[src/rtl/core/nps_pkg.sv]
package nps_pkg;

  // search sequencer states
  typedef enum logic [1:0] {
    ST_IDLE,
    ST_SEARCH,
    ST_FINISH
  } nps_state_t;

  typedef logic [3:0] wheel_pos_t;
  typedef logic [2:0] wheel_step_t;

  // wheel position after the last entry loops back to the first mod-30 step
  localparam wheel_pos_t WHEEL_FIRST = 4'd0;
  localparam wheel_pos_t WHEEL_LAST  = 4'd10;
  localparam wheel_pos_t WHEEL_LOOP  = 4'd3;

  // divisor increments: 2 -> 3 -> 5 -> 7, then the mod-30 wheel
  function automatic wheel_step_t wheel_step(input wheel_pos_t pos);
    wheel_step_t step;
    case (pos)
      4'd0:    step = 3'd1;
      4'd1:    step = 3'd2;
      4'd2:    step = 3'd2;
      4'd3:    step = 3'd4;
      4'd4:    step = 3'd2;
      4'd5:    step = 3'd4;
      4'd6:    step = 3'd2;
      4'd7:    step = 3'd4;
      4'd8:    step = 3'd6;
      4'd9:    step = 3'd2;
      4'd10:   step = 3'd6;
      default: step = 3'd0;
    endcase
    return step;
  endfunction

endpackage

[src/rtl/core/nps_div.sv]
module nps_div
  import nps_pkg::*;
#(
  parameter int VALUE_WIDTH = 32
) (
  input  logic                   clk,
  input  logic                   rst_n,
  input  logic                   start,
  input  logic [VALUE_WIDTH-1:0] dividend,
  input  logic [VALUE_WIDTH-1:0] divisor,
  output logic                   done,
  output logic [VALUE_WIDTH-1:0] quotient,
  output logic [VALUE_WIDTH-1:0] remainder
);

  localparam int CW = $clog2(VALUE_WIDTH);

  logic                   busy_r, busy_nxt;
  logic                   done_r, done_nxt;
  logic [CW-1:0]          cnt_r, cnt_nxt;
  logic [VALUE_WIDTH-1:0] rem_r, rem_nxt;
  logic [VALUE_WIDTH-1:0] dq_r, dq_nxt;
  logic [VALUE_WIDTH-1:0] dvs_r, dvs_nxt;
  logic [VALUE_WIDTH:0]   trial;
  logic [VALUE_WIDTH:0]   diff;
  logic                   fits;

  // restoring division, one quotient bit a cycle
  always_comb begin
    trial    = {rem_r, dq_r[VALUE_WIDTH-1]};
    diff     = trial - {1'b0, dvs_r};
    fits     = trial >= {1'b0, dvs_r};
    busy_nxt = busy_r;
    done_nxt = 1'b0;
    cnt_nxt  = cnt_r;
    rem_nxt  = rem_r;
    dq_nxt   = dq_r;
    dvs_nxt  = dvs_r;
    if (start) begin
      busy_nxt = 1'b1;
      cnt_nxt  = CW'(VALUE_WIDTH - 1);
      rem_nxt  = '0;
      dq_nxt   = dividend;
      dvs_nxt  = divisor;
    end else if (busy_r) begin
      rem_nxt = fits ? diff[VALUE_WIDTH-1:0] : trial[VALUE_WIDTH-1:0];
      dq_nxt  = {dq_r[VALUE_WIDTH-2:0], fits};
      cnt_nxt = cnt_r - CW'(1);
      if (cnt_r == '0) begin
        busy_nxt = 1'b0;
        done_nxt = 1'b1;
      end
    end
  end

  always_ff @(posedge clk) begin
    if (!rst_n) begin
      busy_r <= 1'b0;
      done_r <= 1'b0;
    end else begin
      busy_r <= busy_nxt;
      done_r <= done_nxt;
    end
  end

  always_ff @(posedge clk) begin
    cnt_r <= cnt_nxt;
    rem_r <= rem_nxt;
    dq_r  <= dq_nxt;
    dvs_r <= dvs_nxt;
  end

  assign done      = done_r;
  assign quotient  = dq_r;
  assign remainder = rem_r;

endmodule

[src/rtl/core/next_prime_search_core.sv]
// flow: an even start of 2 or less needs no division; otherwise each trial divisor
//   takes one pass through the shared radix-2 divider, over all candidates tried
// throughput: one item at a time, the next item is taken once the search is back idle
// reset: rst_n synchronous active low, clears the sequencer and the output valid
module next_prime_search_core
  import nps_pkg::*;
#(
  parameter int VALUE_WIDTH = 32
) (
  input  logic        clk,
  input  logic        rst_n,
  input  logic        in_valid,
  output logic        in_ready,
  input  logic [31:0] in_start_value,
  output logic        out_valid,
  input  logic        out_ready,
  output logic [31:0] out_prime,
  output logic        out_overflow
);

  // largest candidate that may still grow by two
  localparam logic [VALUE_WIDTH-1:0] CAND_LIMIT =
    {VALUE_WIDTH{1'b1}} - VALUE_WIDTH'(2);

  nps_state_t             state_r, state_nxt;
  logic [VALUE_WIDTH-1:0] cand_r, cand_nxt;   // current candidate
  logic [VALUE_WIDTH-1:0] dvs_r, dvs_nxt;     // current trial divisor
  wheel_pos_t             pos_r, pos_nxt;     // place on the divisor wheel
  logic                   ovf_r, ovf_nxt;     // search ran past the width
  logic                   out_valid_r, out_valid_nxt;
  logic [31:0]            out_prime_r, out_prime_nxt;
  logic                   out_ovf_r, out_ovf_nxt;

  logic [VALUE_WIDTH-1:0] start_w;
  logic                   div_start;
  logic                   div_done;
  logic [VALUE_WIDTH-1:0] div_quot;
  logic [VALUE_WIDTH-1:0] div_rem;

  // only the low VALUE_WIDTH bits of the start value take part
  assign start_w = VALUE_WIDTH'(in_start_value);

  // shared divider: one quotient and remainder per trial divisor
  nps_div #(
    .VALUE_WIDTH(VALUE_WIDTH)
  ) u_div (
    .clk      (clk),
    .rst_n    (rst_n),
    .start    (div_start),
    .dividend (cand_nxt),
    .divisor  (dvs_nxt),
    .done     (div_done),
    .quotient (div_quot),
    .remainder(div_rem)
  );

  always_comb begin
    state_nxt     = state_r;
    cand_nxt      = cand_r;
    dvs_nxt       = dvs_r;
    pos_nxt       = pos_r;
    ovf_nxt       = ovf_r;
    div_start     = 1'b0;
    // output register drains independently of the search
    out_valid_nxt = out_valid_r && !out_ready;
    out_prime_nxt = out_prime_r;
    out_ovf_nxt   = out_ovf_r;
    case (state_r)
      ST_IDLE: begin
        if (in_valid) begin
          ovf_nxt = 1'b0;
          if (!start_w[0] && (start_w <= VALUE_WIDTH'(2))) begin
            // zero and two both give two, no division needed
            cand_nxt  = VALUE_WIDTH'(2);
            state_nxt = ST_FINISH;
          end else begin
            // even starts move up to the next odd value
            cand_nxt  = start_w[0] ? start_w : start_w + VALUE_WIDTH'(1);
            dvs_nxt   = VALUE_WIDTH'(2);
            pos_nxt   = WHEEL_FIRST;
            div_start = 1'b1;
            state_nxt = ST_SEARCH;
          end
        end
      end
      ST_SEARCH: begin
        if (div_done) begin
          if (div_quot < dvs_r) begin
            // divisor past the square root: candidate is prime
            state_nxt = ST_FINISH;
          end else if (div_rem == '0) begin
            if (cand_r > CAND_LIMIT) begin
              ovf_nxt   = 1'b1;
              state_nxt = ST_FINISH;
            end else begin
              // composite: next odd candidate, divisors restart at two
              cand_nxt  = cand_r + VALUE_WIDTH'(2);
              dvs_nxt   = VALUE_WIDTH'(2);
              pos_nxt   = WHEEL_FIRST;
              div_start = 1'b1;
            end
          end else begin
            // step the divisor along the wheel
            dvs_nxt   = dvs_r + VALUE_WIDTH'(wheel_step(pos_r));
            pos_nxt   = (pos_r == WHEEL_LAST) ? WHEEL_LOOP : pos_r + 4'd1;
            div_start = 1'b1;
          end
        end
      end
      ST_FINISH: begin
        // hand over once the output register is free or being emptied
        if (!out_valid_r || out_ready) begin
          out_valid_nxt = 1'b1;
          out_prime_nxt = ovf_r ? 32'd0 : 32'(cand_r);
          out_ovf_nxt   = ovf_r;
          state_nxt     = ST_IDLE;
        end
      end
      default: begin
        state_nxt = ST_IDLE;
      end
    endcase
  end

  always_ff @(posedge clk) begin
    if (!rst_n) begin
      state_r     <= ST_IDLE;
      out_valid_r <= 1'b0;
    end else begin
      state_r     <= state_nxt;
      out_valid_r <= out_valid_nxt;
    end
  end

  always_ff @(posedge clk) begin
    cand_r      <= cand_nxt;
    dvs_r       <= dvs_nxt;
    pos_r       <= pos_nxt;
    ovf_r       <= ovf_nxt;
    out_prime_r <= out_prime_nxt;
    out_ovf_r   <= out_ovf_nxt;
  end

  assign in_ready     = (state_r == ST_IDLE);
  assign out_valid    = out_valid_r;
  assign out_prime    = out_prime_r;
  assign out_overflow = out_ovf_r;

  // overflow item always carries a zero prime
  a_ovf_zero: assert property (@(posedge clk) disable iff (!rst_n)
    (out_valid && out_overflow) |-> (out_prime == 32'd0))
    else $error("overflow item with non-zero prime");

  // divider results only arrive while searching
  a_done_in_search: assert property (@(posedge clk) disable iff (!rst_n)
    div_done |-> (state_r == ST_SEARCH))
    else $error("divider done outside search");

  // search only ever runs on odd candidates with a divisor of at least two
  a_odd_cand: assert property (@(posedge clk) disable iff (!rst_n)
    (state_r == ST_SEARCH) |-> (cand_r[0] && (dvs_r >= VALUE_WIDTH'(2))))
    else $error("bad candidate or divisor in search");

  // wheel position stays within the step table
  a_wheel_pos: assert property (@(posedge clk) disable iff (!rst_n)
    (state_r == ST_SEARCH) |-> (pos_r <= WHEEL_LAST))
    else $error("wheel position out of range");

  // a waiting result is never overwritten
  a_out_hold: assert property (@(posedge clk) disable iff (!rst_n)
    (out_valid && !out_ready) |=> (out_valid && $stable(out_prime) && $stable(out_overflow)))
    else $error("pending output item changed");

endmodule

[config.mk]
export PLATFORM = sky130hd
export DESIGN_NAME = next_prime_search_core
export DESIGN_NICKNAME = d
export VERILOG_FILES = /design/src/rtl/core/nps_pkg.sv /design/src/rtl/core/nps_div.sv /design/src/rtl/core/next_prime_search_core.sv
export SDC_FILE = /design/constraint.sdc
export NUM_CORES = 1
export LEC_CHECK = 0
export ABC_AREA = 1
export BUFFER_PORTS_ARGS = -buffer_cell sky130_fd_sc_hd__buf_2
export CORE_UTILIZATION = 60
export CTS_BUF_LIST = sky130_fd_sc_hd__clkbuf_16
export DETAILED_ROUTE_END_ITERATION = 8
export HOLD_SLACK_MARGIN = 0.03
export PLACE_DENSITY = 0.78
export SLEW_MARGIN = 20
export SYNTH_ARGS = -nofsm -noshare
export SYNTH_HDL_FRONTEND = slang
export SYNTH_SLANG_ARGS = --single-unit
[constraint.sdc]
create_clock -name clk -period 6.55 [get_ports clk]
set_input_delay 0.655 -clock clk [delete_from_list [all_inputs] [get_ports clk]]
set_output_delay 0.655 -clock clk [all_outputs]
set_load 0.01 [all_outputs]
# --- Word-level counts from Yosys, hierarchy flattened ---
# Memory sizes are Yosys's and may differ from the RTL's. A register that Yosys moved wholly into a read port is not among the register bits.
# Cells that the tools add are included.
word_totals:
  register_bits: 208
  latch_bits: 0
  word_cells: 114
  rom_bits: 48
  inputBits: 36
  mem_count: 1
  output_inout_bits: 35
  mem_bits_rw: 0
memory_table:
  columns: ["name", "depth", "word_bits", "rd", "rd_clocked_by_memory_dff", "write_ports", "line", "source"]
  rows:
  - ["(no name shown)", 16, 3, 1, 1, 0, "nps_pkg.sv:21", "case (pos)"]
classes:
  mul: 0
  shift: 0
  order_cmp: 4
  reduce_logical: 16
  eq_ne: 13
  n_mux: 58
  bitwise: 2
  div_mod_pow: 0
  add_sub_neg: 6
ops:
  columns: ["op", "count"]
  rows:
  - ["$mux W32", 16]
  - ["$pmux W32 S2", 2]
  - ["$ge A33 B32 Y1", 1]
  - ["$add A32 B1 Y32 const B", 1]
  - ["$add A32 B2 Y32 const B", 1]
  - ["$add A32 B3 Y32", 1]
  - ["$gt A32 B32 Y1 const B", 1]
  - ["$le A32 B2 Y1 const B", 1]
  - ["$logic_not A32 Y1", 1]
  - ["$lt A32 B32 Y1", 1]
  - ["$mux W4", 8]
  - ["$sub A32 B32 Y32", 1]
  - ["$mux W1", 17]
  - ["$mux W2", 7]
  - ["$mux W3", 4]
  - ["$ne A2 B2 Y1 const B", 6]
  - ["$reduce_and A6 Y1", 2]
  - ["$ne A3 B3 Y1 const B", 3]
  - ["$pmux W4 S2", 1]
  - ["$pmux W2 S3", 1]
  - ["$logic_not A5 Y1", 1]
  - ["$reduce_and A5 Y1", 1]
  - ["$sub A5 B1 Y5 const B", 1]
  - ["$add A4 B1 Y4 const B", 1]
  - ["other kinds (13)", 19]

# --- Logic depth before layout (Yosys ltp) ---
# Gate-level depths: netlist of run 1.
logic_depth:
  word_depth: 10
  depth_mapped: 23

# --- Modules after synthesis ---
# From an unflattened synthesis of run 1, not the netlist that was laid out.
unflattened:
  hier_cells: 2177
  area_unflattened_um2: 14646.5
by_module_without_submodules:
  columns: ["module", "n_inst", "area_per_inst_um2", "seq_area_each_um2", "cells_per_inst"]
  rows:
  - ["next_prime_search_core", 1, 7956.4, 2542.4, 1210]
  - ["nps_div", 1, 6690.2, 2702.6, 967]

# --- Worst setup path before layout of run 1 ---
# Ideal clock, no wire load.
synth_timing:
  path_type: "register to register"
  startpoint: "register state_r[1]"
  endpoint: "register out_ovf_r (netlist: out_overflow) (enable)"
  arrival_ns: 3.007
  stages_incl_launch_ff: 4
  synth_period_minus_slack_ns: 3.472
  t_required_ns: 6.086
  setup_slack_ns: 3.078
  setup_ns: 0.464
  path_buffers: 1
  cell_sequence: "dfxtp_1 -> buf_2 -> clkinv_1 -> nor3_1"
synth_between:
  elab_chain_len: 2
synth_lines:
  columns: ["element", "line", "source"]
  rows:
  - ["start, declared", "next_prime_search_core.sv:25", "nps_state_t state_r, state_nxt;"]
  - ["start signal, assigned", "next_prime_search_core.sv:130", "state_r <= state_nxt;"]
  - ["$eq A2 B2 Y1", "next_prime_search_core.sv:68", "case (state_r)"]
  - ["$reduce_and A2 Y1 (no line)", null, null]
  - ["end signal, assigned", "next_prime_search_core.sv:141", "out_ovf_r <= out_ovf_nxt;"]
  - ["end, declared", "next_prime_search_core.sv:32", "logic out_ovf_r, out_ovf_nxt;"]
# No other way between the ends.
# A chain may end at the register's enable or synchronous reset.

# --- Worst setup path in the final report of run 1 ---
layout_timing:
  startpoint: "register u_div.rem_r[31] (netlist: u_div.remainder[31])"
  endpoint: "register u_div.dq_r[0] (netlist: u_div.quotient[0]) (data pin)"
layout_between:
  elab_chain_len: 6
  elab_cells_between_ends: 12
layout_lines:
  columns: ["element", "line", "source"]
  rows:
  - ["start, declared", "nps_div.sv:21", "logic [VALUE_WIDTH-1:0] rem_r, rem_nxt;"]
  - ["start signal, assigned", "nps_div.sv:68", "rem_r <= rem_nxt;"]
  - ["branches (longest 5 deep; another with $ge A33 B32 Y1)", null, null]
  - ["$mux W32 (*)", "nps_div.sv:39", "if (start) begin"]
  - ["named net u_div.dq_nxt[0]", "nps_div.sv:22", "logic [VALUE_WIDTH-1:0] dq_r, dq_nxt;"]
  - ["end signal, assigned", "nps_div.sv:69", "dq_r <= dq_nxt;"]
  - ["end, declared", "nps_div.sv:22", null]
# Mark *: on every way through the listed nets, which the timed path passes. The select of a mux whose other input is x is not followed.

==> metrics.md, run 1 <==
| Metric | Value |
|---|---|
| Worst path bufs/invs | 3 |
| CTS buffer count | 23 |
| Die Span Y | 157 µm |
| Slowest CP cell | inv_2 |
| Vias per cell | 5.81 |
| CTS Sinks | 211 |
| Crit-path cells | inv_1, nand4_1, nor2_1, nand2_1, nor2_4, buf_4, nand4_1, nand3_2, nand2_2, inv_2, a31oi_1 |
| Clk_lat worst skew | 510 ps |
| Synth Net Count | 2178 |
| Status | complete, no violations |
| Max frequency | 257 MHz |
| Antenna-violating nets left | 0 |
| Postcts setup bufs | 0 |
| WS Path Type | reg2reg |
| Crit path max-delay family | simple AND/OR/NAND/NOR gates |
| Final hold slack | 422 ps |
| Sequential cell area fraction in the yosys report | 0.366 |
| Max-Cap Viols | 0 |
| Largest net degree at the start of global routing | 65 |
| DRC viols | 0 |
| DR iter-0 viols | 1521 |
| Finished Layout Cells | 2447 |
| Synth-to-layout area growth | 9.14% |
| Minimum clock period | 3890 ps |
| PnR worst setup slack | 2660 ps |
| Worst Setup End Kind | flop |
| Share of cells above drive strength 1 | 0.0879 |
| Root buf cell | clkbuf_16 |
| Area of the mapped netlist | 0.0143 mm² |
| Share of the synthesized area in the top cell type | 0.214 |
| Yosys warning total | 0 |
| CTS tree | done |
| HP Class | in2reg |
| DR vias | 14.2k |
| Placed Area | 0.0149 mm² |
| Worst rel slew slack | 0.270 |
| Post-detailed-placement half-perimeter wirelength | 31500 µm |
| Worst path max stage delay | 760 ps |
| Max IR drop VDD | 0.206 mV |
| Worst EP required | 6770 ps |
| CTS Buffer Depth | 3 |
| Total power | 3.95 mW |
| Setup-failing EPs final | 0 |
| Initial antenna violation count | 0 |
| Slew Limit Fails | 0 |
| RSZ-0062 raised after global routing | false |
| FF+latch count, synth | 211 |
| Hold-fix buffers, CTS | 0 |
| Die area | 0.0245 mm² |
| Initial Util | 0.611 |
| Worst-path clk slew | 60 ps |
| Ant diodes | 0 |
| Largest area contributor in the netlist | edfxtp_1 |
| Wire length per cell | 17.5 µm |
| Peak fanout along the critical path | 46 |
| Net count, final | 2221 |
| Post_cts resized | 0 |
| Post-layout util | 0.667 |
| Worst slack, placed | 2290 ps |
| TNS Setup | 0 ps |
| Fin. Hold Viols | 0 |
| Vias in the first global route | 13.5k |
| Die span in x | 157 µm |
| Drt total wl | 42900 µm |
| Worst slew pin tran | 1090 ps |
| PwrDens | 252 mW/mm² |
| Synth Area per Inst | 6.93 µm² |
| Netlist cell types | 47 |
| RePlAce Congestion | 1.07 |
| First-pass GRT wire length | 68700 µm |
| Most used cell, CP | nand4_1 |
| Site Rows | 56 |
| Grt ovf | 0 |
| Worst setup SP type | flop |
| DP Cell Count | 2405 |
| Core ar. | 0.0235 mm² |
| Io pins | 71 |
| Final instance area | 0.0157 mm² |
| Worst clock skew | 8.82 ps |
| Cells after synthesis | 2069 |
| DRT Pass-1 Iters | 8 |
| Tcrit/Tclk final | 0.593 |
| Leak pwr | 7.09 nW |
| Top post-synthesis cells by area | edfxtp_1 21%, nand2_1 16%, dfxtp_1 15%, inv_1 6.9%, nand3_1 6.8% |
| CP arrival | 4110 ps |
| CTS H-tree depth | 1 |
| Port Buffers | 70 |
| All-Layer GR Usage | 0.356 |
## Yosys cell counts, drive strengths merged
cell type	number
o211ai	18
nor4	16
clkbuf	31
or2	1
a31oi	12
fa	2
nand4	38
a211oi	1
nor3	39
clkinv	3
a32o	1
a22oi	4
xor2	21
a21oi	87
nand3b	11
dfxtp	109
nand3	195
inv	271
a21o	7
o21bai	5
o22ai	1
xnor2	12
nor3b	1
a41oi	1
nand2	611
a21boi	1
edfxtp	102
and3	1
o221ai	1
o21a	4
o21ai	167
nor2	187
buf	37
ha	71
## power breakdown
part	total (mW)	switching, mW	internal, mW
clock	1.31	0.537	0.772
sequential	1.66	0.116	1.55
combinational	0.978	0.684	0.294
total	3.95	1.34	2.61
## per-layer routing
metal	up-vias	GRT usage	part of all wire	routed length (µm)
met5	-	0	0	0
met4	0	0.188	0.053	2260
met3	141	0.0360	0.080	3430
met2	710	0.615	0.47	20300
met1	6449	0.439	0.40	17000
li1	6910	-	-	-
## cells by family after synthesis
family	Yosys count	share of synthesized area
AO/OA/AOI/OAI	310	0.126
XOR/XNOR	33	0.0202
adder cells (fa/ha/maj)	73	0.0647
buffers and inverters	342	0.0959
flip-flops	211	0.366
AND/OR/NAND/NOR	1100	0.327
## placed cells by master (no fill, tap or decap), types with 5 or more instances in the layout
cell type and n:
xor2_1 21, nor3_1 36, buf_4 15, nand3_1 194
inv_2 9, a21o_1 7, nor4_1 16, o21bai_1 5
o21ai_1 6, edfxtp_1 102, nand2_2 10, inv_1 266
clkbuf_16 27, nand4_1 38, o21ai_2 33, clkinv_1 7
a21oi_1 85, o21ai_0 128, xnor2_1 12, ha_1 71
nand2_1 601, dfxtp_1 109, o211ai_1 18, nor2_1 178
a31oi_1 12, nor2_4 5, nand3b_1 11, buf_2 70
## registers in the layout, summed over array words and instances (netlist names), named ones only
signal	flops
ovf_r	1
cand_r	32
u_div.remainder	32
u_div.dvs_r	32
out_valid	1
u_div.quotient	32
pos_r	4
u_div.cnt_r	5
u_div.busy_r	1
out_prime	32
dvs_r	32
out_overflow	1
state_r	2
u_div.done	1
## path summary, 6_finish.rpt
path                                       to                        startpoint  slack (ps)  depth (start not counted)
hold reg to reg   u_div.cnt_r[4]$_SDFFE_PP1P_       u_div.cnt_r[4]$_SDFFE_PP1P_         500                          2
setup / recovery  u_div.quotient[0]$_DFFE_PP_  u_div.remainder[31]$_SDFFE_PP0P_        2660                         11
hold / removal           out_valid$_SDFF_PN0_                             rst_n         420                          2
setup reg to reg  u_div.quotient[0]$_DFFE_PP_  u_div.remainder[31]$_SDFFE_PP0P_        2660                         11
## area by class of cell
cell class | count | area (µm²)
Tap cell | 319 | 399
Sequential cell | 211 | 5250
Inverter | 274 | 1030
Clock inverter | 14 | 88.8
Clock buffer | 27 | 676
Multi-Input combinational cell | 1516 | 7730
Fill cell | 2095 | 7820
Timing Repair Buffer | 86 | 478
No activity file was read; power rests on OpenSTA's default activity.
==> inputs of run 2 (changes only) <==
==> constraint.sdc (replaced) <==
create_clock -name clk -period 4 [get_ports clk]
set_input_delay 0.4 -clock clk [delete_from_list [all_inputs] [get_ports clk]]
set_output_delay 0.4 -clock clk [all_outputs]
set_load 0.01 [all_outputs]
==> run 2 against run 1 <==
Against the previous run:
- non-clock buffer count is 7 higher
- sequential power is 66% higher
- die area stayed put
- first-iteration DRC count is 14% lower
- total power is 62% higher
- utilization hardly changed
- critical path type unchanged
==> metrics.md, run 2 (same netlist as run 1, synthesis figures left out) <==
| Metric | Value |
|---|---|
| Slew Limit Fails | 0 (unchanged) |
| Die Span Y | 157 µm (unchanged) |
| Vias per cell | 5.85 (+0.82%) |
| Finished Layout Cells | 2455 (+0.33%) |
| Max-Cap Viols | 0 (unchanged) |
| Multi-input logic area | 0.00773 mm² (unchanged) |
| Setup-failing EPs final | 0 (unchanged) |
| Grt ovf | 0 (unchanged) |
| Die span in x | 157 µm (unchanged) |
| DP Cell Count | 2412 (+0.29%) |
| Root buf cell | clkbuf_16 |
| Share of cells above drive strength 1 | 0.0908 (+0.00295) |
| DR vias | 14.4k (+1.1%) |
| Wire length per cell | 18.2 µm (+3.8%) |
| First-pass GRT wire length | 70400 µm (+2.4%) |
| CTS tree | done |
| Worst path max stage delay | 480 ps (-280 ps) |
| TNS Setup | 0 ps (unchanged) |
| Vias in the first global route | 13.7k (+1.6%) |
| Crit path max-delay family | simple AND/OR/NAND/NOR gates |
| DRC viols | 0 (unchanged) |
| Fin. Hold Viols | 0 (unchanged) |
| Minimum clock period | 3340 ps (-542 ps) |
| CTS Buffer Depth | 3 (unchanged) |
| Max IR drop VDD | 0.383 mV (+85%) |
| Leak pwr | 7.09 nW (about the same) |
| CTS H-tree depth | 1 (unchanged) |
| Initial Util | 0.611 (unchanged) |
| Placed Area | 0.0149 mm² (+0.44%) |
| All-Layer GR Usage | 0.369 (+0.0126) |
| Largest net degree at the start of global routing | 56 (-14%) |
| Register area | 0.00525 mm² (unchanged) |
| HP Class | in2reg |
| Most frequent cells in the layout | 601 x nand2_1, 267 x inv_1, 194 x nand3_1 |
| Post-detailed-placement half-perimeter wirelength | 33100 µm (+4.9%) |
| Antenna-violating nets left | 0 (unchanged) |
| Final instance area | 0.0156 mm² (about the same) |
| Worst path bufs/invs | 5 (+2) |
| Core ar. | 0.0235 mm² (unchanged) |
| RSZ-0062 raised after global routing | false |
| Peak fanout along the critical path | 32 (-30%) |
| DRT Pass-1 Iters | 6 (-2) |
| Drt total wl | 44700 µm (+4.1%) |
| Slowest CP cell | dfxtp_1 |
| Post_cts resized | 0 (unchanged) |
| Io pins | 71 (unchanged) |
| Clk_lat worst skew | 530 ps (+20 ps) |
| RePlAce Congestion | 0.982 (-8.2%) |
| Die area | 0.0245 mm² (unchanged) |
| PwrDens | 409 mW/mm² (+62%) |
| Tcrit/Tclk final | 0.836 (+0.243) |
| Worst clock skew | 29.7 ps (+20.9 ps) |
| Crit-path cells | inv_1, ha_1, nand2_1, inv_1, nand3_1, nor3_1, nand2_1, nand2_1, nand2_1, nand2_1, buf_4, nand2_1, inv_2, nand2_1, a21oi_1, o21ai_0, nand2_1, inv_1 |
| Max frequency | 299 MHz (+16%) |
| CP arrival | 3630 ps (-480 ps) |
| Worst setup SP type | flop |
| Worst Setup End Kind | flop |
| Most common cell after layout, fill and taps aside | nand2_1 |
| Synth-to-layout area growth | 9.13% (about the same) |
| Most used cell, CP | nand2_1 |
| Postcts setup bufs | 0 (unchanged) |
| Port Buffers | 70 (unchanged) |
| Worst slew pin tran | 1030 ps (-65.8 ps) |
| Initial antenna violation count | 0 (unchanged) |
| Site Rows | 56 (unchanged) |
| Status | complete, no violations |
| Worst rel slew slack | 0.316 (+0.0453) |
| Ant diodes | 0 (unchanged) |
| DR iter-0 viols | 1310 (-14%) |
| Fillcell total | 2121 (+1.2%) |
| CTS buffer count | 23 (unchanged) |
| WS Path Type | reg2reg |
| Worst-path clk slew | 60 ps (about the same) |
| CTS Sinks | 211 (unchanged) |
| Worst EP required | 4290 ps (-2480 ps) |
| Net count, final | 2228 (+0.32%) |
| Hold-fix buffers, CTS | 0 (unchanged) |
run 2: final timing paths:
| check | to | slack [ps] | depth (start not counted) | startpoint |
|---|---|---|---|---|
| min reg2reg | u_div.cnt_r[0]$_SDFFE_PP1P_ | 500 | 1 | u_div.cnt_r[0]$_SDFFE_PP1P_ |
| min | out_valid$_SDFF_PN0_ | 140 | 2 | rst_n |
| max | u_div.dvs_r[7]$_DFFE_PP_ | 660 | 18 | dvs_r[14]$_DFF_P_ |
| max reg2reg | u_div.dvs_r[7]$_DFFE_PP_ | 660 | 18 | dvs_r[14]$_DFF_P_ |
run 2: area by class of cell:
| class | instances | share of cell area |
|---|---|---|
| well taps | 319 | 0.0255 |
| flip-flops and latches | 211 | 0.335 |
| repair buffers | 93 | 0.0347 |
| clock inverters | 19 | 0.00776 |
| clock buffers | 23 | 0.0368 |
| multi-input cells | 1516 | 0.494 |
| inverters | 274 | 0.0657 |
run 2: per-layer routing:
| metal | vias to the layer above | routed length [µm] | global-route usage |
|---|---|---|---|
| li1 | 6932 | - | - |
| met1 | 6496 | 17500 | 0.442 |
| met2 | 765 | 21000 | 0.638 |
| met3 | 180 | 3670 | 0.0487 |
| met4 | 0 | 2490 | 0.204 |
| met5 | - | 0 | 0 |
run 2: power by group:
group          total [mW]  switching [mW]  internal, mW
clock                2.03           0.911          1.11
sequential           2.75           0.214          2.53
combinational        1.62            1.12         0.495
total                6.39            2.25          4.14
run 2: worst reg2reg max path, cell delays in order (launching register included):
cell	delay [ps]
dfxtp_1	480
inv_1	80
ha_1	280
nand2_1	50
inv_1	60
nand3_1	100
nor3_1	210
nand2_1	80
nand2_1	90
nand2_1	50
nand2_1	80
buf_4	360
nand2_1	310
inv_2	380
nand2_1	110
a21oi_1	140
o21ai_0	100
nand2_1	70
inv_1	50
run 2: per-stage QoR:
stage / util / hold slack [ps] / power (mW) / worst slack [ps]
floorplan: - / 457 / 3.85 / 528
global placement: 0.636 / 479 / 4.31 / 360
detailed placement: 0.636 / 485 / 4.34 / 378
CTS: 0.666 / 134 / 6.36 / 702
global route: 0.667 / 144 / 6.69 / 368
finish: 0.667 / 142 / 6.39 / 655
